File: config.mk
export PLATFORM = sky130hd
export DESIGN_NAME = phoenix_fractal_iteration_step_top_flat
export DESIGN_NICKNAME = d
export VERILOG_FILES = /design/src/sv/phx_pkg.sv /design/src/sv/phx_ifs.sv /design/src/sv/phoenix_fractal_iteration_step_top.sv /design/src/sv/phx_ctrl.sv /design/src/sv/phx_dp.sv /design/src/flat_wrapper.sv
export SDC_FILE = /design/constraint.sdc
export NUM_CORES = 2
export LEC_CHECK = 0
export ABC_AREA = 1
export BUFFER_PORTS_ARGS = -buffer_cell sky130_fd_sc_hd__buf_4
export CAP_MARGIN = 40
export CELL_PAD_IN_SITES_DETAIL_PLACEMENT = 0
export CELL_PAD_IN_SITES_GLOBAL_PLACEMENT = 1
export CORE_MARGIN = 4
export CORE_UTILIZATION = 53
export CTS_BUF_LIST = sky130_fd_sc_hd__clkbuf_8
export DETAILED_ROUTE_END_ITERATION = 6
export PLACE_DENSITY = 0.85
export RECOVER_POWER = 50
export SYNTH_ARGS = -nofsm -noshare
export SYNTH_HDL_FRONTEND = slang
export SYNTH_HIERARCHICAL = 1
export SYNTH_SLANG_ARGS = --single-unit
File: constraint.sdc
create_clock -name i_clk -period 16.4 [get_ports i_clk]
set_input_delay 2.46 -clock i_clk [delete_from_list [all_inputs] [get_ports i_clk]]
set_output_delay 2.46 -clock i_clk [all_outputs]
set_load 0.05 [all_outputs]
File: src/sv/phx_pkg.sv
// Shared types and constants for the Phoenix orbit engine.
// No dependencies; compiled first.
`default_nettype none

package phx_pkg;

    localparam int WORD_BITS = 32;

    // Configuration register indexes (byte address = 4 * index)
    localparam logic [2:0] REG_FRAC_BITS    = 3'd0;
    localparam logic [2:0] REG_VARIANT      = 3'd1;
    localparam logic [2:0] REG_POWER_COUNT  = 3'd2;
    localparam logic [2:0] REG_P2_RE        = 3'd3;
    localparam logic [2:0] REG_P2_IM        = 3'd4;
    localparam logic [2:0] REG_ESCAPE_LIMIT = 3'd5;

    // Variant codes
    localparam logic [2:0] VAR_CLASSIC_REAL = 3'd0;
    localparam logic [2:0] VAR_CLASSIC_CPLX = 3'd1;
    localparam logic [2:0] VAR_PLUS_REAL    = 3'd2;
    localparam logic [2:0] VAR_PLUS_CPLX    = 3'd3;
    localparam logic [2:0] VAR_MINUS_REAL   = 3'd4;
    localparam logic [2:0] VAR_MINUS_CPLX   = 3'd5;

    // Complex-multiply pass being run by the datapath
    typedef enum logic [2:0] {
        PH_POW  = 3'd0,  // t = z * t
        PH_B    = 3'd1,  // b = z * z + c'
        PH_CL   = 3'd2,  // acc = z * z + c'
        PH_N    = 3'd3,  // acc = t * b
        PH_TAIL = 3'd4,  // acc += q * y (p2 * y in complex modes)
        PH_SQ   = 3'd5   // squares of z for escape test
    } t_phase;

    typedef struct packed {
        logic       load_start;
        logic       setup;
        logic       mul;
        logic       acc;
        logic       next;
        logic       done;
        logic       cplx;
        t_phase     phase;
        logic [1:0] term;
    } t_cmd;

    typedef struct packed {
        logic out_free;
    } t_sts;

endpackage

`default_nettype wire

File: src/sv/phx_ifs.sv
// Valid/ready channel interfaces for request and result transfers.
// Depends on phx_pkg for the word width.
`default_nettype none

interface phx_in_if;
    logic                            valid;
    logic                            ready;
    logic                            req_type;
    logic signed [phx_pkg::WORD_BITS-1:0] start_z_re;
    logic signed [phx_pkg::WORD_BITS-1:0] start_z_im;
    logic signed [phx_pkg::WORD_BITS-1:0] param_re;
    logic signed [phx_pkg::WORD_BITS-1:0] param_im;

    modport source (output valid, req_type, start_z_re, start_z_im, param_re, param_im,
                    input ready);
    modport sink   (input valid, req_type, start_z_re, start_z_im, param_re, param_im,
                    output ready);
endinterface

interface phx_out_if;
    logic                            valid;
    logic                            ready;
    logic signed [phx_pkg::WORD_BITS-1:0] z_re;
    logic signed [phx_pkg::WORD_BITS-1:0] z_im;
    logic                            escaped;

    modport source (output valid, z_re, z_im, escaped, input ready);
    modport sink   (input valid, z_re, z_im, escaped, output ready);
endinterface

`default_nettype wire

File: src/sv/phoenix_fractal_iteration_step_top.sv
// Phoenix fractal orbit engine, fixed point.
// Channels: i_in (sink) carries one request per transfer; req_type 0 starts an
//   orbit (loads z, latches p, clears the previous-orbit value y), req_type 1
//   runs one Phoenix iteration. o_out (source) returns one result per request:
//   the new z and an escape flag (|z|^2 >= escape_limit, or square overflow).
// Config: APB-style write/read port, registers at byte address 4*index.
//   Write only while the block is idle.
// Schedule: one shared 32x32 multiplier; each fixed-point multiply is a multiply
//   step then an accumulate step. Start: the escape squares, then the result.
//   Iterate: a setup step, then complex multiply passes (a multiply and accumulate
//   per term, then a next step); classic = 2 passes, plus = k+1, minus = k+2 passes
//   (k = clamped power_count), then escape squares. One request in flight at a time.
// Output: a result register holds the transfer; the next request is accepted
//   while a result still waits, and the engine stalls in its final step only if
//   a second result is ready before the first is taken.
// Reset (synchronous, active low): config to defaults, orbit state to zero,
//   output channel empty.
// Depends on phx_pkg, phx_ifs, phx_ctrl, phx_dp.
`default_nettype none

module phoenix_fractal_iteration_step_top #(
    parameter int MAX_POWER = 15
) (
    input  wire logic        i_clk,
    input  wire logic        i_rst_n,
    phx_in_if.sink           i_in,
    phx_out_if.source        o_out,
    input  wire logic        psel,
    input  wire logic        penable,
    input  wire logic        pwrite,
    input  wire logic [4:0]  paddr,
    input  wire logic [31:0] pwdata,
    output logic [31:0]      prdata,
    output logic             pready
);
    import phx_pkg::*;

    logic [4:0]         r_frac_bits;
    logic [2:0]         r_variant;
    logic [3:0]         r_power_count;
    logic signed [31:0] r_p2_re, r_p2_im;
    logic [31:0]        r_escape_limit;

    logic               cfg_wr;
    logic [2:0]         cfg_idx;
    t_cmd               cmd;
    t_sts               sts;

    assign pready  = 1'b1;
    assign cfg_wr  = psel && penable && pwrite;
    assign cfg_idx = paddr[4:2];

    always_ff @(posedge i_clk) begin
        if (!i_rst_n) begin
            r_frac_bits    <= 5'd29;
            r_variant      <= VAR_CLASSIC_REAL;
            r_power_count  <= 4'd1;
            r_p2_re        <= '0;
            r_p2_im        <= '0;
            r_escape_limit <= 32'h8000_0000;
        end else if (cfg_wr) begin
            case (cfg_idx)
                REG_FRAC_BITS:    r_frac_bits    <= pwdata[4:0];
                REG_VARIANT:      r_variant      <= pwdata[2:0];
                REG_POWER_COUNT:  r_power_count  <= pwdata[3:0];
                REG_P2_RE:        r_p2_re        <= pwdata;
                REG_P2_IM:        r_p2_im        <= pwdata;
                REG_ESCAPE_LIMIT: r_escape_limit <= pwdata;
                default: begin
                end
            endcase
        end
    end

    always_comb begin
        case (cfg_idx)
            REG_FRAC_BITS:    prdata = {27'd0, r_frac_bits};
            REG_VARIANT:      prdata = {29'd0, r_variant};
            REG_POWER_COUNT:  prdata = {28'd0, r_power_count};
            REG_P2_RE:        prdata = r_p2_re;
            REG_P2_IM:        prdata = r_p2_im;
            REG_ESCAPE_LIMIT: prdata = r_escape_limit;
            default:          prdata = '0;
        endcase
    end

    phx_ctrl #(.MAX_POWER(MAX_POWER)) u_ctrl (
        .i_clk         (i_clk),
        .i_rst_n       (i_rst_n),
        .i_in_valid    (i_in.valid),
        .i_in_req_type (i_in.req_type),
        .o_in_ready    (i_in.ready),
        .i_variant     (r_variant),
        .i_power_count (r_power_count),
        .i_sts         (sts),
        .o_cmd         (cmd)
    );

    phx_dp u_dp (
        .i_clk          (i_clk),
        .i_rst_n        (i_rst_n),
        .i_cmd          (cmd),
        .i_frac_bits    (r_frac_bits),
        .i_p2_re        (r_p2_re),
        .i_p2_im        (r_p2_im),
        .i_escape_limit (r_escape_limit),
        .i_start_z_re   (i_in.start_z_re),
        .i_start_z_im   (i_in.start_z_im),
        .i_param_re     (i_in.param_re),
        .i_param_im     (i_in.param_im),
        .i_out_ready    (o_out.ready),
        .o_out_valid    (o_out.valid),
        .o_z_re         (o_out.z_re),
        .o_z_im         (o_out.z_im),
        .o_escaped      (o_out.escaped),
        .o_sts          (sts)
    );

endmodule

`default_nettype wire

File: src/sv/phx_ctrl.sv
// Sequencer for the Phoenix orbit engine: walks multiply passes and terms.
// Depends on phx_pkg; drives phx_dp through a t_cmd struct.
`default_nettype none

module phx_ctrl #(
    parameter int MAX_POWER = 15
) (
    input  wire logic         i_clk,
    input  wire logic         i_rst_n,
    input  wire logic         i_in_valid,
    input  wire logic         i_in_req_type,
    output logic              o_in_ready,
    input  wire logic [2:0]   i_variant,
    input  wire logic [3:0]   i_power_count,
    input  wire phx_pkg::t_sts i_sts,
    output phx_pkg::t_cmd     o_cmd
);
    import phx_pkg::*;

    localparam int CW = (MAX_POWER > 1) ? $clog2(MAX_POWER) : 1;

    typedef enum logic [5:0] {
        S_IDLE  = 6'b000001,
        S_SETUP = 6'b000010,
        S_MUL   = 6'b000100,
        S_ACC   = 6'b001000,
        S_NEXT  = 6'b010000,
        S_DONE  = 6'b100000
    } t_state;

    t_state          r_state, n_state;
    t_phase          r_phase, n_phase;
    logic [1:0]      r_term, n_term;
    logic [CW-1:0]   r_pow, n_pow;
    logic            r_cplx, n_cplx;
    logic            r_minus, n_minus;
    logic            r_classic, n_classic;

    logic            accept;
    int              k_eff;
    logic [CW-1:0]   pow_dec;

    assign accept     = i_in_valid && o_in_ready;
    assign o_in_ready = (r_state == S_IDLE);
    assign pow_dec    = r_pow - CW'(1);

    always_comb begin
        k_eff = int'(i_power_count);
        if (k_eff < 1) begin
            k_eff = 1;
        end
        if (k_eff > MAX_POWER) begin
            k_eff = MAX_POWER;
        end
    end

    always_comb begin
        n_state   = r_state;
        n_phase   = r_phase;
        n_term    = r_term;
        n_pow     = r_pow;
        n_cplx    = r_cplx;
        n_minus   = r_minus;
        n_classic = r_classic;
        o_cmd     = '0;
        o_cmd.cplx  = r_cplx;
        o_cmd.phase = r_phase;
        o_cmd.term  = r_term;
        case (r_state)
            S_IDLE: begin
                if (accept) begin
                    n_term = 2'd0;
                    if (!i_in_req_type) begin
                        o_cmd.load_start = 1'b1;
                        n_phase = PH_SQ;
                        n_state = S_MUL;
                    end else begin
                        n_cplx    = (i_variant == VAR_CLASSIC_CPLX) ||
                                    (i_variant == VAR_PLUS_CPLX) ||
                                    (i_variant == VAR_MINUS_CPLX);
                        n_minus   = (i_variant == VAR_MINUS_REAL) ||
                                    (i_variant == VAR_MINUS_CPLX);
                        n_classic = !((i_variant == VAR_PLUS_REAL) ||
                                      (i_variant == VAR_PLUS_CPLX) || n_minus);
                        n_pow     = CW'(k_eff - 1);
                        n_state   = S_SETUP;
                    end
                end
            end
            S_SETUP: begin
                o_cmd.setup = 1'b1;
                if (r_classic) begin
                    n_phase = PH_CL;
                end else if (r_pow != '0) begin
                    n_phase = PH_POW;
                end else if (r_minus) begin
                    n_phase = PH_B;
                end else begin
                    n_phase = PH_N;
                end
                n_term  = 2'd0;
                n_state = S_MUL;
            end
            S_MUL: begin
                o_cmd.mul = 1'b1;
                n_state   = S_ACC;
            end
            S_ACC: begin
                o_cmd.acc = 1'b1;
                if (r_phase == PH_SQ && r_term == 2'd1) begin
                    n_state = S_DONE;
                end else if (r_term == 2'd3) begin
                    n_state = S_NEXT;
                end else begin
                    n_term  = r_term + 2'd1;
                    n_state = S_MUL;
                end
            end
            S_NEXT: begin
                o_cmd.next = 1'b1;
                n_term  = 2'd0;
                n_state = S_MUL;
                case (r_phase)
                    PH_POW: begin
                        n_pow = pow_dec;
                        if (pow_dec == '0) begin
                            n_phase = r_minus ? PH_B : PH_N;
                        end
                    end
                    PH_B:    n_phase = PH_N;
                    PH_N:    n_phase = PH_TAIL;
                    PH_CL:   n_phase = PH_TAIL;
                    PH_TAIL: n_phase = PH_SQ;
                    default: n_phase = PH_SQ;
                endcase
            end
            S_DONE: begin
                if (i_sts.out_free) begin
                    o_cmd.done = 1'b1;
                    n_state    = S_IDLE;
                end
            end
            default: n_state = S_IDLE;
        endcase
    end

    always_ff @(posedge i_clk) begin
        if (!i_rst_n) begin
            r_state   <= S_IDLE;
            r_phase   <= PH_SQ;
            r_term    <= 2'd0;
            r_pow     <= '0;
            r_cplx    <= 1'b0;
            r_minus   <= 1'b0;
            r_classic <= 1'b1;
        end else begin
            r_state   <= n_state;
            r_phase   <= n_phase;
            r_term    <= n_term;
            r_pow     <= n_pow;
            r_cplx    <= n_cplx;
            r_minus   <= n_minus;
            r_classic <= n_classic;
        end
    end

    a_state_onehot: assert property (@(posedge i_clk) disable iff (!i_rst_n)
        $onehot(r_state))
        else $error("controller state not one-hot");

    a_mul_then_acc: assert property (@(posedge i_clk) disable iff (!i_rst_n)
        (r_state == S_MUL) |=> (r_state == S_ACC))
        else $error("multiply not followed by accumulate");

    a_start_to_sq: assert property (@(posedge i_clk) disable iff (!i_rst_n)
        (accept && !i_in_req_type) |=> (r_phase == PH_SQ && r_term == 2'd0))
        else $error("start did not go to escape squares");

    a_sq_two_terms: assert property (@(posedge i_clk) disable iff (!i_rst_n)
        (r_phase == PH_SQ && r_state == S_ACC) |-> (r_term == 2'd0 || r_term == 2'd1))
        else $error("escape squares ran past two terms");

endmodule

`default_nettype wire

File: src/sv/phx_dp.sv
// Datapath: orbit registers, one shared 32x32 fixed-point multiplier,
// complex accumulator, escape test and the result register. Uses phx_pkg.
`default_nettype none

module phx_dp (
    input  wire logic                  i_clk,
    input  wire logic                  i_rst_n,
    input  wire phx_pkg::t_cmd         i_cmd,
    input  wire logic [4:0]            i_frac_bits,
    input  wire logic signed [31:0]    i_p2_re,
    input  wire logic signed [31:0]    i_p2_im,
    input  wire logic [31:0]           i_escape_limit,
    input  wire logic signed [31:0]    i_start_z_re,
    input  wire logic signed [31:0]    i_start_z_im,
    input  wire logic signed [31:0]    i_param_re,
    input  wire logic signed [31:0]    i_param_im,
    input  wire logic                  i_out_ready,
    output logic                       o_out_valid,
    output logic signed [31:0]         o_z_re,
    output logic signed [31:0]         o_z_im,
    output logic                       o_escaped,
    output phx_pkg::t_sts              o_sts
);
    import phx_pkg::*;

    localparam int W = WORD_BITS;

    logic signed [W-1:0]   r_z_re, r_z_im, r_y_re, r_y_im, r_c_re, r_c_im;
    logic signed [W-1:0]   r_t_re, r_t_im, r_b_re, r_b_im;
    logic signed [W-1:0]   r_acc_re, r_acc_im, r_sq_re, r_sq_im;
    logic signed [2*W-1:0] r_prod;
    logic                  r_out_valid;
    logic signed [W-1:0]   r_out_re, r_out_im;
    logic                  r_out_esc;

    logic signed [W-1:0]   x_re, x_im, y_re, y_im, op_a, op_b;
    logic signed [W-1:0]   cadd_im, init_re, init_im, f;
    logic signed [2*W-1:0] prod_sh;
    logic [W:0]            mag;
    logic                  esc;

    assign cadd_im = i_cmd.cplx ? r_c_im : '0;

    // operand selection per pass
    always_comb begin
        x_re = r_z_re; x_im = r_z_im;
        y_re = r_z_re; y_im = r_z_im;
        init_re = '0;  init_im = '0;
        case (i_cmd.phase)
            PH_POW: begin
                y_re = r_t_re; y_im = r_t_im;
            end
            PH_B, PH_CL: begin
                init_re = r_c_re; init_im = cadd_im;
            end
            PH_N: begin
                x_re = r_t_re; x_im = r_t_im;
                y_re = r_b_re; y_im = r_b_im;
            end
            PH_TAIL: begin
                // complex modes scale y by p2, real modes by q
                x_re = i_cmd.cplx ? i_p2_re : r_c_im;
                x_im = i_cmd.cplx ? i_p2_im : '0;
                y_re = r_y_re; y_im = r_y_im;
                init_re = r_acc_re; init_im = r_acc_im;
            end
            default: begin
            end
        endcase
    end

    always_comb begin
        case (i_cmd.term)
            2'd0: begin op_a = x_re; op_b = y_re; end
            2'd1: begin op_a = x_im; op_b = y_im; end
            2'd2: begin op_a = x_re; op_b = y_im; end
            default: begin op_a = x_im; op_b = y_re; end
        endcase
    end

    assign prod_sh = r_prod >>> i_frac_bits;
    assign f       = prod_sh[W-1:0];

    // escape: negative square means overflow, counts as escaped
    assign mag = {1'b0, r_sq_re} + {1'b0, r_sq_im};
    assign esc = r_sq_re[W-1] || r_sq_im[W-1] || (mag >= {1'b0, i_escape_limit});

    always_ff @(posedge i_clk) begin
        if (i_cmd.mul) begin
            r_prod <= op_a * op_b;
        end
        if (i_cmd.acc) begin
            if (i_cmd.phase == PH_SQ) begin
                if (i_cmd.term == 2'd0) begin
                    r_sq_re <= f;
                end else begin
                    r_sq_im <= f;
                end
            end else begin
                case (i_cmd.term)
                    2'd0: begin
                        r_acc_re <= init_re + f;
                        r_acc_im <= init_im;
                    end
                    2'd1:    r_acc_re <= r_acc_re - f;
                    default: r_acc_im <= r_acc_im + f;
                endcase
            end
        end
        if (i_cmd.setup) begin
            r_t_re <= r_z_re;
            r_t_im <= r_z_im;
            r_b_re <= r_z_re + r_c_re;
            r_b_im <= r_z_im + cadd_im;
        end
        if (i_cmd.next && i_cmd.phase == PH_POW) begin
            r_t_re <= r_acc_re;
            r_t_im <= r_acc_im;
        end
        if (i_cmd.next && i_cmd.phase == PH_B) begin
            r_b_re <= r_acc_re;
            r_b_im <= r_acc_im;
        end
        if (i_cmd.done) begin
            r_out_re  <= r_z_re;
            r_out_im  <= r_z_im;
            r_out_esc <= esc;
        end
    end

    // orbit state resets to zero so an iterate before any start runs from zero
    always_ff @(posedge i_clk) begin
        if (!i_rst_n) begin
            r_z_re <= '0; r_z_im <= '0;
            r_y_re <= '0; r_y_im <= '0;
            r_c_re <= '0; r_c_im <= '0;
            r_out_valid <= 1'b0;
        end else begin
            if (i_cmd.load_start) begin
                r_z_re <= i_start_z_re;
                r_z_im <= i_start_z_im;
                r_c_re <= i_param_re;
                r_c_im <= i_param_im;
                r_y_re <= '0;
                r_y_im <= '0;
            end else if (i_cmd.next && i_cmd.phase == PH_TAIL) begin
                r_y_re <= r_z_re;
                r_y_im <= r_z_im;
                r_z_re <= r_acc_re;
                r_z_im <= r_acc_im;
            end
            if (i_cmd.done) begin
                r_out_valid <= 1'b1;
            end else if (i_out_ready) begin
                r_out_valid <= 1'b0;
            end
        end
    end

    assign o_sts.out_free = !r_out_valid || i_out_ready;
    assign o_out_valid    = r_out_valid;
    assign o_z_re         = r_out_re;
    assign o_z_im         = r_out_im;
    assign o_escaped      = r_out_esc;

endmodule

`default_nettype wire
File: src/flat_wrapper.sv
// flat-port wrapper written by rule: the top's interface ports become plain ports
module phoenix_fractal_iteration_step_top_flat import phx_pkg::*;
#(
    parameter int MAX_POWER = 15
)
  (i_clk, i_rst_n, psel, penable, pwrite, paddr, pwdata, prdata, pready, i_in_valid, i_in_req_type, i_in_start_z_re, i_in_start_z_im, i_in_param_re, i_in_param_im, i_in_ready, o_out_valid, o_out_z_re, o_out_z_im, o_out_escaped, o_out_ready);
  phx_in_if i_in_i ();
  phx_out_if o_out_i ();
  input  wire logic i_clk;
  input  wire logic i_rst_n;
  input  wire logic psel;
  input  wire logic penable;
  input  wire logic pwrite;
  input  wire logic [4:0] paddr;
  input  wire logic [31:0] pwdata;
  output logic [31:0] prdata;
  output logic pready;
  input wire logic [$bits(i_in_i.valid)-1:0] i_in_valid;
  input wire logic [$bits(i_in_i.req_type)-1:0] i_in_req_type;
  input wire logic [$bits(i_in_i.start_z_re)-1:0] i_in_start_z_re;
  input wire logic [$bits(i_in_i.start_z_im)-1:0] i_in_start_z_im;
  input wire logic [$bits(i_in_i.param_re)-1:0] i_in_param_re;
  input wire logic [$bits(i_in_i.param_im)-1:0] i_in_param_im;
  output wire logic [$bits(i_in_i.ready)-1:0] i_in_ready;
  output wire logic [$bits(o_out_i.valid)-1:0] o_out_valid;
  output wire logic [$bits(o_out_i.z_re)-1:0] o_out_z_re;
  output wire logic [$bits(o_out_i.z_im)-1:0] o_out_z_im;
  output wire logic [$bits(o_out_i.escaped)-1:0] o_out_escaped;
  input wire logic [$bits(o_out_i.ready)-1:0] o_out_ready;
  assign i_in_i.valid = i_in_valid;
  assign i_in_i.req_type = i_in_req_type;
  assign i_in_i.start_z_re = i_in_start_z_re;
  assign i_in_i.start_z_im = i_in_start_z_im;
  assign i_in_i.param_re = i_in_param_re;
  assign i_in_i.param_im = i_in_param_im;
  assign i_in_ready = i_in_i.ready;
  assign o_out_valid = o_out_i.valid;
  assign o_out_z_re = o_out_i.z_re;
  assign o_out_z_im = o_out_i.z_im;
  assign o_out_escaped = o_out_i.escaped;
  assign o_out_i.ready = o_out_ready;
  phoenix_fractal_iteration_step_top #(.MAX_POWER(MAX_POWER)) u_core (.i_clk(i_clk), .i_rst_n(i_rst_n), .i_in(i_in_i), .o_out(o_out_i), .psel(psel), .penable(penable), .pwrite(pwrite), .paddr(paddr), .pwdata(pwdata), .prdata(prdata), .pready(pready));
endmodule
==> run metrics <==
largest clock skew in the final design=70.97 ps; Final min period=12280 ps; Highest Clock Rate=0.08146 GHz; Horiz. Die Dim=406.7 µm; setup fix buffers added after clock tree synthesis=0; TritonCTS buffer count=121; vias in the first global route=76239; category of the critical setup timing path=flop to flop; proportion of register bits with asynchronous set or reset after synthesis=0%; area growth from synthesis to layout=7.298%; period utilisation layout=74.86%; pin count of the biggest net entering global routing=106; Clk pin slew, worst setup/hold paths=60 ps; Critical Path RT=17000 ps; Mapped Nets=12770; Netlist Area Pre-Place=0.08427 mm²; final setup violation count=0; count of warnings emitted by yosys=6; flops & latches, synth=703; Residual DRC=4; cell chosen for the clock root=sky130_fd_sc_hd__clkbuf_8; number of placement rows=146; aggregate global-route resource usage=41.23%; area enclosed by the die boundary=0.1654 mm²; Pins Over Slew Limit=938; final hold vios=0; half-perimeter wire length of the detailed placement result=272000 µm; area leader, netlist=sky130_fd_sc_hd__fa_1; H-tree depth=3; violated checks=DRC, capacitance limit, slew limit; Top reg by flops=u_core/u_dp/r_prod; post-detailed-route wirelength per cell=25.62 µm; initial antenna violation count=23; share of synthesized area occupied by flip-flops and latches=21.26%; slew at the pin closest to its max-slew limit=3791 ps; cell types with the largest area share after synthesis=sky130_fd_sc_hd__fa_1 (26%), sky130_fd_sc_hd__edfxtp_1 (14%), sky130_fd_sc_hd__nand2_1 (12%); placement-stage cell area=0.08817 mm²; initial core utilization=53.27%; biggest fanout along the worst timing path=55; unrepaired setup endpoints after global routing=no; global-route wire length before repair=499200 µm; Critical Path Most Common Cell=sky130_fd_sc_hd__fa_1; Via Count=78198; post-synth cell types=64; sum of negative setup slack=0 ps; cell count after synthesis=11105; height of the die=406.7 µm; fraction of final layout cells with drive strength greater than 1=7.324%; count of flip-flops with a built-in enable after synthesis=384; routed wire length=342400 µm; antenna-violating nets left=0; kind of start point of the critical path=flop; largest stage delay on the critical path=850 ps; flip-flop count of the largest register after layout=63; path category of the worst min-delay check=flop to flop; floorplan core area=0.1582 mm²; clock buffer depth=3; Slowest cell on crit path=sky130_fd_sc_hd__fa_1; TritonCTS clock tree=done; worst-case headroom to the max-slew limit=-152.7%; TritonCTS Sinks=703; quantity of I/O buffers inserted on ports=269; post-cts sizing count=0; detailed-route vias per instance=5.851; synthesized area divided by synthesized cell count=7.588 µm²; number of fillers in the final layout=15135; top cell type's share of synthesized area=25.63%; outcome=complete, but fails checks; Main synth FF type=sky130_fd_sc_hd__edfxtp_1; number of hold buffers added after cts=0; Critical Path End Type=flop; later-pin clock latency in the skew report=930 ps; number of nets in the finished design=12838; violation count after the first detailed-route iteration=9311; Finished Cell Area=0.09042 mm²; grt ovf=0; Layout Utilization=57.15%; number of ports placed on the die boundary=273; routability congestion estimate from global placement=1.044; crit path DAT=12880 ps; Worst Hold Slack=455.6 ps; number of maximum-capacitance violations=24; detailed-router iteration count before antenna repair=7
routing by layer:
| layer | GRT usage, % | vias up | part of all wire, % | wire length (µm) |
|---|---|---|---|---|
| met4 | 22.59 | 18 | 6.8 | 23150 |
| met3 | 12.30 | 956 | 12 | 41710 |
| met2 | 61.17 | 4640 | 42 | 144600 |
| met1 | 54.14 | 37922 | 39 | 132500 |
| li1 | - | 34662 | - | - |
| met5 | 0.5947 | - | 0.14 | 496 |
worst max-delay path, delay by kind of cell (launching register included):
family                   cells  cell delay, ps
flip-flops                   1             730
AO/OA/AOI/OAI                7            1610
XOR/XNOR                     1             190
buffers and inverters       10            2320
AND/OR/NAND/NOR              5            1880
adder cells (fa/ha/maj)      9            5070
synth_stat cells, types with 92 or more instances:
master / n
sky130_fd_sc_hd__nand2_1: 2797
sky130_fd_sc_hd__inv_1: 2181
sky130_fd_sc_hd__fa_1: 1079
sky130_fd_sc_hd__o21ai_0: 809
sky130_fd_sc_hd__nor2_1: 677
sky130_fd_sc_hd__nand3_1: 442
sky130_fd_sc_hd__a21oi_1: 440
sky130_fd_sc_hd__ha_1: 413
sky130_fd_sc_hd__edfxtp_1: 384
sky130_fd_sc_hd__dfxtp_1: 319
sky130_fd_sc_hd__buf_2: 247
sky130_fd_sc_hd__clkbuf_1: 164
sky130_fd_sc_hd__inv_2: 97
sky130_fd_sc_hd__a31oi_1: 92
sky130_fd_sc_hd__o21ai_1: 92
through the flow:
stage          cells  setup WS [ps]
5_1_grt        13352           3719
4_1_cts        13348           4388
3_5_place_dp   13120           4460
2_1_floorplan  11105           6937
6_report       13365           4123
3_3_place_gp   13097           4256
area by class of cell:
cell class / instances / area, µm² / area share [%]
sequential: 703 / 17920 / 19.82
inverter: 2283 / 8574 / 9.483
antenna: 15 / 37.54 / 0.04152
tap: 2072 / 2592 / 2.867
multi-input combinational: 7616 / 55390 / 61.26
clock inverter: 86 / 656.9 / 0.7265
timing repair buffer: 448 / 3287 / 3.635
clock buffer: 142 / 1954 / 2.162
path summary, 6_finish.rpt:
| path | start | endpoint | slack [ps] | depth (start not counted) |
|---|---|---|---|---|
| setup / recovery | u_core/u_ctrl/r_phase[2] | u_core/u_dp/r_prod[56] | 4120 | 32 |
| hold / removal | u_core/u_dp/r_y_im[10] | u_core/u_dp/r_y_im[10] | 460 | 2 |
| setup reg to reg | u_core/u_ctrl/r_phase[2] | u_core/u_dp/r_prod[56] | 4120 | 32 |
| hold reg to reg | u_core/u_dp/r_y_im[10] | u_core/u_dp/r_y_im[10] | 460 | 2 |
layout by cell type (no fill, tap or decap), drive strengths merged, types with 6 or more instances in the layout:
cell type / synthesis / final
xnor2: 36 / 36
nor2: 700 / 700
mux2: 8 / 8
nor3: 61 / 61
clkinv: 5 / 41
a21boi: 31 / 31
or2: 32 / 32
o22ai: 60 / 60
nand3b: 14 / 14
mux2i: 19 / 19
o21bai: 34 / 34
o211ai: 75 / 75
ha: 413 / 413
a31oi: 92 / 92
a211oi: 29 / 29
o2111ai: 27 / 27
diode: 0 / 15
buf: 338 / 392
a221oi: 6 / 6
nand2: 2807 / 2807
dfxtp: 319 / 319
nor4: 17 / 17
bufinv: 0 / 8
a21o: 29 / 29
nand3: 452 / 452
clkbuf: 165 / 198
inv: 2278 / 2319
nand4: 72 / 72
fa: 1079 / 1079
edfxtp: 384 / 384
o21a: 21 / 21
xor2: 87 / 87
o21ai: 940 / 940
a21oi: 441 / 441
logic make-up after synthesis:
group | share of synthesized area (%)
other | 0.004450
XOR/XNOR | 1.278
multiplexers | 0.3326
AO/OA/AOI/OAI | 12.20
AND/OR/NAND/NOR | 20.10
flip-flops | 21.26
adder cells (fa/ha/maj) | 31.77
buffers and inverters | 13.05
Power is left out: the tool's default activity adds up to more than one toggle a clock period on the data nets, which glitch-free logic cannot reach.
